## src/rtl/core/dtws_pkg.sv

```systemverilog
package dtws_pkg;

    localparam int unsigned CLK_W   = 26;
    localparam int unsigned FREQ_W  = 32;
    localparam int unsigned VALUE_W = 27;   // (freq + offset) >> 5
    localparam int unsigned TW_W    = 24;
    localparam int unsigned WORD_W  = 16;
    localparam int unsigned DIV_STEPS = VALUE_W + TW_W;
    localparam int unsigned CNT_W   = $clog2(DIV_STEPS);

    localparam logic [CLK_W-1:0] CLK_RESET = CLK_W'(50000000);

    localparam logic [1:0] SB_NONE  = 2'd0;
    localparam logic [1:0] SB_UPPER = 2'd1;
    localparam logic [1:0] SB_LOWER = 2'd2;

    localparam logic [FREQ_W-1:0] OFS_NONE  = 32'd21600000;
    localparam logic [FREQ_W-1:0] OFS_UPPER = 32'd21601500;
    localparam logic [FREQ_W-1:0] OFS_LOWER = 32'd21598500;

    localparam logic [2:0] W_CTRL     = 3'd0;
    localparam logic [2:0] W_START_LO = 3'd1;
    localparam logic [2:0] W_START_HI = 3'd2;
    localparam logic [2:0] W_INCR_LO  = 3'd3;
    localparam logic [2:0] W_INCR_HI  = 3'd4;
    localparam logic [2:0] W_COUNT    = 3'd5;

    typedef struct packed {
        logic               start;
        logic [VALUE_W-1:0] value;
        logic [CLK_W-1:0]   divisor;
    } div_ctrl_t;

    typedef struct packed {
        logic            done;
        logic [TW_W-1:0] quotient;
    } div_stat_t;

    function automatic logic [FREQ_W-1:0] offset_of(input logic [1:0] mode);
        logic [FREQ_W-1:0] ofs;
        unique case (mode)
            SB_UPPER: ofs = OFS_UPPER;
            SB_LOWER: ofs = OFS_LOWER;
            default:  ofs = OFS_NONE;
        endcase
        return ofs;
    endfunction

    function automatic logic [WORD_W-1:0] word_of(input logic [2:0] idx,
                                                 input logic [TW_W-1:0] tw);
        logic [WORD_W-1:0] w;
        unique case (idx)
            W_CTRL:     w = 16'h0FFF;
            W_START_LO: w = {4'hC, tw[11:0]};
            W_START_HI: w = {4'hD, tw[23:12]};
            W_INCR_LO:  w = 16'h2002;
            W_INCR_HI:  w = 16'h3000;
            W_COUNT:    w = 16'h1002;
            default:    w = '0;
        endcase
        return w;
    endfunction

endpackage

```

## src/rtl/core/dtws_div.sv

```systemverilog
module dtws_div
(
    input  logic                clk,
    input  logic                rst_n,
    input  dtws_pkg::div_ctrl_t ctrl,
    output dtws_pkg::div_stat_t stat
);

    logic                        busy_reg, busy_next;
    logic [dtws_pkg::CNT_W-1:0]   cnt_reg, cnt_next;
    logic [dtws_pkg::VALUE_W-1:0] dvd_reg, dvd_next;
    logic [dtws_pkg::CLK_W-1:0]   dsr_reg, dsr_next;
    logic [dtws_pkg::CLK_W-1:0]   rem_reg, rem_next;
    logic [dtws_pkg::TW_W-1:0]    q_reg, q_next;
    logic                        done_reg, done_next;

    logic [dtws_pkg::CLK_W:0]     trial;
    logic                        fits;

    // restoring division, one quotient bit per cycle; value followed by 24 zeros
    assign trial = {rem_reg, dvd_reg[dtws_pkg::VALUE_W-1]};
    assign fits  = trial >= {1'b0, dsr_reg};

    always_comb
    begin
        busy_next = busy_reg;
        cnt_next  = cnt_reg;
        dvd_next  = dvd_reg;
        dsr_next  = dsr_reg;
        rem_next  = rem_reg;
        q_next    = q_reg;
        done_next = 1'b0;
        if (ctrl.start)
        begin
            busy_next = 1'b1;
            cnt_next  = '0;
            dvd_next  = ctrl.value;
            dsr_next  = ctrl.divisor;
            rem_next  = '0;
        end
        else if (busy_reg)
        begin
            dvd_next = {dvd_reg[dtws_pkg::VALUE_W-2:0], 1'b0};
            // zero divisor: every step fits, quotient saturates to all ones
            rem_next = fits ? dtws_pkg::CLK_W'(trial - {1'b0, dsr_reg})
                            : trial[dtws_pkg::CLK_W-1:0];
            q_next   = {q_reg[dtws_pkg::TW_W-2:0], fits};
            cnt_next = cnt_reg + 1'b1;
            if (cnt_reg == dtws_pkg::CNT_W'(dtws_pkg::DIV_STEPS - 1))
            begin
                busy_next = 1'b0;
                done_next = 1'b1;
            end
        end
    end

    always_ff @(posedge clk or negedge rst_n)
    begin
        if (!rst_n)
        begin
            busy_reg <= 1'b0;
            done_reg <= 1'b0;
            cnt_reg  <= '0;
        end
        else
        begin
            busy_reg <= busy_next;
            done_reg <= done_next;
            cnt_reg  <= cnt_next;
        end
    end

    always_ff @(posedge clk)
    begin
        dvd_reg <= dvd_next;
        dsr_reg <= dsr_next;
        rem_reg <= rem_next;
        q_reg   <= q_next;
    end

    assign stat.done     = done_reg;
    assign stat.quotient = q_reg;

endmodule

```

## src/rtl/core/dds_tuning_word_sequencer_top.sv

```systemverilog
// channel  | handshake               | payload
// dial     | dial_valid / dial_stall | dial_frequency[31:0], sideband_mode[1:0]
// word     | word_valid / word_stall | spi_word[15:0], last_word
// config   | cfg_write               | cfg_data[25:0] (master clock, Hz)
//
// A dial word whose DDS value matches the stored one is accepted and emits nothing.
// A new value starts the bit-serial divider (one quotient bit per cycle over a
// 27+24 bit dividend); the tuning word is then latched and the six words go out.
// After a new value is accepted, dial_stall is high until the last word is taken.
// word_stall holds the current word; reset restores a 50 MHz master clock.
module dds_tuning_word_sequencer_top
(
    input  logic        clk,
    input  logic        rst_n,
    input  logic        dial_valid,
    output logic        dial_stall,
    input  logic [31:0] dial_frequency,
    input  logic [1:0]  sideband_mode,
    output logic        word_valid,
    input  logic        word_stall,
    output logic [15:0] spi_word,
    output logic        last_word,
    input  logic        cfg_write,
    input  logic [25:0] cfg_data
);

    typedef enum logic [2:0]
    {
        S_IDLE = 3'b001,
        S_DIV  = 3'b010,
        S_EMIT = 3'b100
    } state_t;

    state_t                       state_reg, state_next;
    logic [dtws_pkg::CLK_W-1:0]   mclk_reg;
    logic [dtws_pkg::VALUE_W-1:0] last_reg, last_next;
    logic [dtws_pkg::TW_W-1:0]    tw_reg, tw_next;
    logic [2:0]                   idx_reg, idx_next;

    logic [dtws_pkg::FREQ_W-1:0]  sum;
    logic [dtws_pkg::VALUE_W-1:0] value;
    logic                         accept;
    dtws_pkg::div_ctrl_t          div_ctrl;
    dtws_pkg::div_stat_t          div_stat;

    assign sum    = dial_frequency + dtws_pkg::offset_of(sideband_mode);
    assign value  = sum[dtws_pkg::FREQ_W-1:5];
    assign accept = dial_valid && !dial_stall;

    assign dial_stall = (state_reg != S_IDLE);
    assign word_valid = (state_reg == S_EMIT);
    assign spi_word   = dtws_pkg::word_of(idx_reg, tw_reg);
    assign last_word  = (idx_reg == dtws_pkg::W_COUNT);

    assign div_ctrl.start   = accept && (value != last_reg);
    assign div_ctrl.value   = value;
    assign div_ctrl.divisor = mclk_reg;

    dtws_div u_div
    (
        .clk   (clk),
        .rst_n (rst_n),
        .ctrl  (div_ctrl),
        .stat  (div_stat)
    );

    always_comb
    begin
        state_next = state_reg;
        last_next  = last_reg;
        tw_next    = tw_reg;
        idx_next   = idx_reg;
        unique case (state_reg)
            S_IDLE:
            begin
                if (div_ctrl.start)
                begin
                    last_next  = value;
                    state_next = S_DIV;
                end
            end
            S_DIV:
            begin
                if (div_stat.done)
                begin
                    tw_next    = div_stat.quotient;
                    idx_next   = dtws_pkg::W_CTRL;
                    state_next = S_EMIT;
                end
            end
            S_EMIT:
            begin
                if (!word_stall)
                begin
                    if (idx_reg == dtws_pkg::W_COUNT)
                        state_next = S_IDLE;
                    else
                        idx_next = idx_reg + 3'd1;
                end
            end
            default: state_next = S_IDLE;
        endcase
    end

    always_ff @(posedge clk or negedge rst_n)
    begin
        if (!rst_n)
        begin
            state_reg <= S_IDLE;
            mclk_reg  <= dtws_pkg::CLK_RESET;
            last_reg  <= '0;
            idx_reg   <= '0;
        end
        else
        begin
            state_reg <= state_next;
            if (cfg_write)
                mclk_reg <= cfg_data;
            last_reg  <= last_next;
            idx_reg   <= idx_next;
        end
    end

    always_ff @(posedge clk)
    begin
        tw_reg <= tw_next;
    end

endmodule

```

## config.mk

```make
export PLATFORM = sky130hd
export DESIGN_NAME = dds_tuning_word_sequencer_top
export DESIGN_NICKNAME = d
export VERILOG_FILES = /design/src/rtl/core/dtws_pkg.sv /design/src/rtl/core/dtws_div.sv /design/src/rtl/core/dds_tuning_word_sequencer_top.sv
export SDC_FILE = /design/constraint.sdc
export NUM_CORES = 1
export LEC_CHECK = 0
export ABC_AREA = 1
export BUFFER_PORTS_ARGS = -buffer_cell sky130_fd_sc_hd__buf_2
export CORE_UTILIZATION = 25
export DETAILED_ROUTE_END_ITERATION = 16
export SLEW_MARGIN = 20
export SYNTH_ARGS = -nofsm -noshare
export SYNTH_HDL_FRONTEND = slang
export SYNTH_SLANG_ARGS = --single-unit
```

## constraint.sdc

```tcl
create_clock -name clk -period 2.65 [get_ports clk]
set_input_delay 0.53 -clock clk [delete_from_list [all_inputs] [get_ports clk]]
set_output_delay 0.53 -clock clk [all_outputs]
set_load 0.01 [all_outputs]
```

# Word-level counts from Yosys, hierarchy flattened
# Index checks and enable logic that the tools add are counted.
[totals]
register_bits = 194
out_inout_bits = 19
input_bits = 65
elab_cells = 69
[op_classes]
order_cmp = 1
reduce_logical = 11
bitwise = 1
addsub = 4
n_mux = 22
eq_ne = 18
[op_table]
columns = ["operator", "n"]
rows = [
  ["$pmux 16 s6", 1],
  ["$mux 27", 2],
  ["$add 32x32->32", 1],
  ["$ge 27x26->1", 1],
  ["$ne 27x27->1", 1],
  ["$mux 26", 1],
  ["$sub 26x26->26", 1],
  ["$pmux 12 s2", 1],
  ["$mux 3", 7],
  ["$mux 6", 2],
  ["$eq 3x2->1 const B", 3],
  ["$eq 3x3->1 const B", 3],
  ["$pmux 3 s3", 1],
  ["$reduce_and 4->1", 2],
  ["$add 6x1->6 const B", 1],
  ["$eq 3x1->1 const B", 2],
  ["$eq 6x6->1 const B", 1],
  ["$mux 1", 6],
  ["$ne 2x2->1 const B", 3],
  ["$pmux 3 s2", 1],
  ["$reduce_and 2->1", 3],
  ["$ne 2x1->1 const B", 2],
  ["$reduce_bool 2->1", 2],
  ["$add 3x1->3 const B", 1],
  ["other kinds (7)", 8],
]

# Depth between registers and ports, before layout
[depth]
word_depth = 7
depth_mapped = 28
mapped_depth_nobuf = 25

# By module
# A second synthesis with hierarchy kept.
[unflattened]
cells_unflattened = 1598
area_unflattened_um2 = 12057.8
[modules_own_cells]
columns = ["module", "instances", "area_per_inst_um2", "seq_area_each_um2", "cells_per_inst"]
rows = [
  ["dtws_div", 1, 6344.8, 3032.9, 822],
  ["dds_tuning_word_sequencer_top", 1, 5713.0, 2213.4, 776],
]

# Least setup slack after synthesis
# No wires, ideal clock.
[synth_path]
path_type = "input -> register"
from = "in sideband_mode[1]"
to = "reg u_div.dvd_reg[0] (netlist bit), enable pin"
stages = 27
arrival_time_ns = 3.296
setup_ns = 0.384
setup_slack_ns = -1.030
n_path_buf = 3
required_time_ns = 2.266
cell_sequence = "inv_1 -> ha_1 -> buf_6 -> inv_4 -> ha_1 -> nand2_1 -> inv_1 -> nand3_1 -> nand2_1 -> nand2_1 -> nand2_1 -> inv_2 -> nand2_1 -> nand2_1 -> nand2_1 -> nand2_1 -> nand2_1 -> nand2_1 -> nand2_1 -> nor2_1 -> nand2_1 -> nor2_1 -> nand3_1 -> nand2_1 -> buf_4 -> buf_4 -> nand2_1"
[synth_between]
elab_chain_cells = 6
word_cells_on_any_way = 7
cone_classes = "1 x add/sub; 3 x eq/ne; 1 x mux; 2 x reduce/logical"
[synth_lines]
columns = ["element", "line", "source"]
rows = [
  ["start, declared", "dds_tuning_word_sequencer_top.sv:18", "input logic [1:0] sideband_mode,"],
  ["$eq 2x2->1 / $eq 2x1->1 (equally long branches)", "dtws_pkg.sv:41", "unique case (mode)"],
  ["$pmux 12 s2 (*)", "dtws_pkg.sv:41", ""],
  ["$add 32x32->32 (*)", "dds_tuning_word_sequencer_top.sv:46", "assign sum = dial_frequency + dtws_pkg::offset_of(sideband_mode);"],
  ["$ne 27x27->1 (*)", "dds_tuning_word_sequencer_top.sv:55", "assign div_ctrl.start = accept && (value != last_reg);"],
  ["$logic_and 1x1->1 (*)", "dds_tuning_word_sequencer_top.sv:55", ""],
  ["$reduce_bool 2->1 (no source line) (*)", "n/a", ""],
  ["end signal, assigned", "dtws_div.sv:75", "dvd_reg <= dvd_next;"],
  ["end, declared", "dtws_div.sv:11", "logic [dtws_pkg::VALUE_W-1:0] dvd_reg, dvd_next;"],
]
# Mark *: on every way between the ends. The rest lies on a longest branch, timed or not.
# A chain may end at the register's enable or synchronous reset.

# Worst setup path in the final report
[layout_path]
from = "in sideband_mode[1]"
to = "reg u_div.rem_reg[23] (netlist bit)"
[layout_between]
elab_chain_cells = 5
word_cells_on_any_way = 6
cone_classes = "1 x add/sub; 3 x eq/ne; 1 x mux; 1 x reduce/logical"
[layout_lines]
columns = ["element", "line", "source"]
rows = [
  ["$eq 2x2->1 / $eq 2x1->1 (equally long branches)", "dtws_pkg.sv:41", ""],
  ["$pmux 12 s2 (*)", "dtws_pkg.sv:41", ""],
  ["$add 32x32->32 (*)", "dds_tuning_word_sequencer_top.sv:46", ""],
  ["$ne 27x27->1 (*)", "dds_tuning_word_sequencer_top.sv:55", ""],
  ["$logic_and 1x1->1 (*)", "dds_tuning_word_sequencer_top.sv:55", ""],
  ["end signal, assigned", "dtws_div.sv:77", "rem_reg <= rem_next;"],
  ["end, declared", "dtws_div.sv:13", "logic [dtws_pkg::CLK_W-1:0] rem_reg, rem_next;"],
]
# Marks and branches as above.

==> metrics.md <==
| Metric | Value |
|---|---|
| Status | finished, violations left |
| Failing checks | setup timing |
| Global placer's final weighted congestion | 0.898 |
| Initial core utilization | 25.5% |
| CTS clock-pin slew for the worst setup and hold paths | 0.08 ns |
| RSZ-0062 raised after global routing | true |
| HP Class | in2async |
| Post-Syn Nets | 1447 |
| Final min period | 2.96 ns |
| Final period util | 112% |
| Setup crit start kind | primary input |
| Top-count cell post-synth | nand2_1 |
| VDD IR max | 539 µV |
| Worst slew pin tran | 0.838 ns |
| CP endpoint kind | flip-flop |
| PD cells | 929 nW/µm² |
| Largest cells by area after synthesis | edfxtp_1 27%, dfrtp_1 12%, nand2_1 12% |
| Routed vias | 9623 |
| Number of max-cap violations | 0 |
| Global-route wire length before repair | 47900 µm |
| IO buf count | 81 |
| # setup viols final | 166 |
| 1st-iter DRT viols | 380 |
| Synth unique cells | 48 |
| Num Clock Sinks | 194 |
| Cells after synthesis | 1341 |
| Share of the synthesized area in the top cell type | 27.4% |
| Fraction of layout cells with a size suffix above 1 | 32.2% |
| Drt pass-1 iters | 5 |
| Skew-Pair Late Insertion Delay | 0.45 ns |
| TritonCTS clock tree | built |
| Synthesized area | 11100 µm² |
| Row Count | 76 |
| Leading area contributor after synthesis | edfxtp_1 |
| Final WS setup | -0.310 ns |
| Fin. Hold Viols | 0 |
| Clock Root Buffer | clkbuf_16 |
| Height of the die | 212 µm |
| Mapped Avg Cell Area | 8.25 µm² |
| Initial antenna violation count | 0 |
| Diode count | 0 |
| DIE AREA | 45100 µm² |
| Setup slack, reg-to-reg | -0.03 ns |
| Static leakage | 7.06 nW |
| Dpl ws | -1.05 ns |
| Num CTS Buffers | 17 |
| Fin nets | 1697 |
| Critical path arrival | 3.34 ns |
| Area growth from synthesis to final layout | 38.0% |
| R2r endpoint | u_div.rem_reg[22] |
| FF-to-FF Start | u_div.dsr_reg[2] |
| Antenna Nets Post-Route | 0 |
| DP HPWL | 21500 µm |
| Ys flop type | edfxtp_1 |
| Yosys warnings | 0 |
| Io pins | 84 |
| Final core utilization | 35.2% |
| Drt wl/cell | 13.3 µm |
| Crit path from | sideband_mode[1] |
| FF-to-FF path depth | 17 |
| Gr usage total | 13.2% |
| # fillers | 4462 |
| Die Span X | 212 µm |
| Largest net degree at the start of global routing | 68 |
| Crit Path Class | in2reg |
| CTS Hold Bufs | 0 |
| Drc violations | 0 |
| Via-to-Cell Ratio | 4.40 |
| Synth top cells by count | 360 x nand2_1, 170 x inv_1, 112 x nor2_1 |
| CTS max path bufs | 2 |
| Seq/Total Area, Yosys | 47.4% |
| DP Area | 13500 µm² |
| EDFF count, synth | 101 |
| Final slew viol count | 0 |
| Relative slew slack | 43.8% |
| Vias in the first global route | 9642 |
| Asr flop ratio synth | 34.5% |
| Cell area after layout | 15300 µm² |
| Critical Path Sink | u_div.rem_reg[23] |
| Final wirelength | 29100 µm |
| Fmax | 0.338 GHz |
| Core Region | 43400 µm² |
| FF+latch count, synth | 194 |
| CP Data Required Time | 3.03 ns |
| Clk_skew | 0.0145 ns |
| Max H-tree Level | 4 |
| GR Overflow Total | 0 |
| Largest fanout on the critical path | 9 |
==> worst min path at each step <==
| stage | startpoint | end | slack [ns] | cells past startpoint |
|---|---|---|---|---|
| finish | rst_n | mclk_reg[24] | 0.07 | 2 |
| CTS | rst_n | mclk_reg[9] | 0.09 | 2 |
| floorplan | rst_n | idx_reg[0] | 0.23 | 0 |
| global placement | u_div.q_reg[23] | tw_reg[23] | 0.41 | 0 |
| detailed placement | u_div.q_reg[23] | tw_reg[23] | 0.41 | 0 |
| global route | rst_n | mclk_reg[24] | 0.09 | 2 |
==> metrics by stage <==
| step | TNS (ns) | total power [mW] | std cells | hold WS (ns) |
|---|---|---|---|---|
| 5_1_grt | -67.73 | 15.3 | 2189 | 0.0855 |
| 2_1_floorplan | -41.74 | 8.69 | 1341 | 0.234 |
| 6_report | -37.30 | 14.2 | 2189 | 0.0703 |
| 4_1_cts | -38.38 | 13.6 | 2180 | 0.0895 |
| 3_3_place_gp | -156.74 | 10.4 | 2126 | 0.406 |
| 3_5_place_dp | -163.65 | 10.5 | 2126 | 0.411 |
==> logic make-up (layout without fill, tap and decap cells) <==
kind of cell    count (synthesis)  in the layout  synth area share [%]
simple gates                  624            627                  23.6
xor+xnor                       40             40                  3.41
compound gates                197            197                  10.2
buf+inv                       219            479                  8.05
flops                         194            194                  47.4
fa+ha+maj                      41             41                  4.70
mux                            26             26                  2.65
==> per-layer routing <==
layer | GRT usage [%] | wire (µm)
met2 | 22.3 | 13800
met3 | 1.67 | 794
met1 | 17.6 | 14000
met5 | 0 | 0
met4 | 3.82 | 476
==> report_power, final <==
group | switching, mW | internal [mW]
Sequential | 0.595 | 4.41
Clock | 1.38 | 1.30
Combinational | 3.52 | 2.99
Total | 5.49 | 8.70
==> layout make-up <==
class | count | area, µm² | area share [%]
Timing Repair Buffer | 264 | 2250 | 14.8
Tap cell | 585 | 732 | 4.79
Multi-Input combinational cell | 931 | 5700 | 37.3
Inverter | 183 | 722 | 4.73
Clock buffer | 17 | 425 | 2.79
Sequential cell | 194 | 5250 | 34.4
Clock inverter | 15 | 194 | 1.27
==> critical path: stages <==
cell	delay, ns
buf_12	0.11
ha_4	0.25
ha_4	0.31
nand2_1	0.07
nand2_2	0.06
nand3_1	0.09
nand2_2	0.13
inv_2	0.07
nand3_4	0.11
nand2_4	0.07
nand2_2	0.11
nand2_2	0.08
nand3_1	0.08
nand2_1	0.06
nor2_1	0.10
nand2_1	0.07
nor2_2	0.15
nand3_2	0.14
nand2_8	0.16
buf_6	0.14
inv_8	0.06
buf_12	0.14
buf_12	0.14
nor2_2	0.09
==> placed cells by master (no fill, tap or decap), types with 5 or more instances in the layout <==
cell type | synthesis | final
a21oi_1 | 56 | 45
a21oi_2 | 3 | 14
a221o_1 | 12 | 12
buf_12 | 0 | 17
buf_2 | 6 | 78
buf_4 | 9 | 142
buf_6 | 3 | 13
buf_8 | 0 | 5
clkbuf_16 | 0 | 22
clkinv_8 | 0 | 5
dfrtp_1 | 54 | 54
dfstp_2 | 13 | 13
dfxtp_1 | 26 | 26
edfxtp_1 | 101 | 101
ha_1 | 40 | 34
ha_4 | 0 | 6
inv_1 | 170 | 163
inv_2 | 10 | 14
inv_8 | 0 | 6
mux2_2 | 26 | 26
nand2_1 | 360 | 309
nand2_2 | 7 | 40
nand2_4 | 0 | 16
nand2_8 | 0 | 5
nand3_1 | 96 | 74
nand3_2 | 1 | 20
nand3b_1 | 15 | 15
nand4_1 | 14 | 14
nor2_1 | 112 | 83
nor2_2 | 1 | 24
nor2_4 | 1 | 7
nor3_1 | 14 | 13
o21a_1 | 5 | 5
o21ai_0 | 89 | 46
o21ai_1 | 7 | 27
o21ai_2 | 0 | 23
xnor2_1 | 14 | 12
xor2_1 | 24 | 24
==> timing repair <==
| action | CTS | global route |
|---|---|---|
| gates resized for setup | 81 | 153 |
| setup endpoints to repair | 179 | 170 |
| setup buffers | 15 | 7 |
| cloned | 7 | 5 |
| pin swaps | 24 | 20 |
Note: power is estimated with default switching activity, not from simulation.
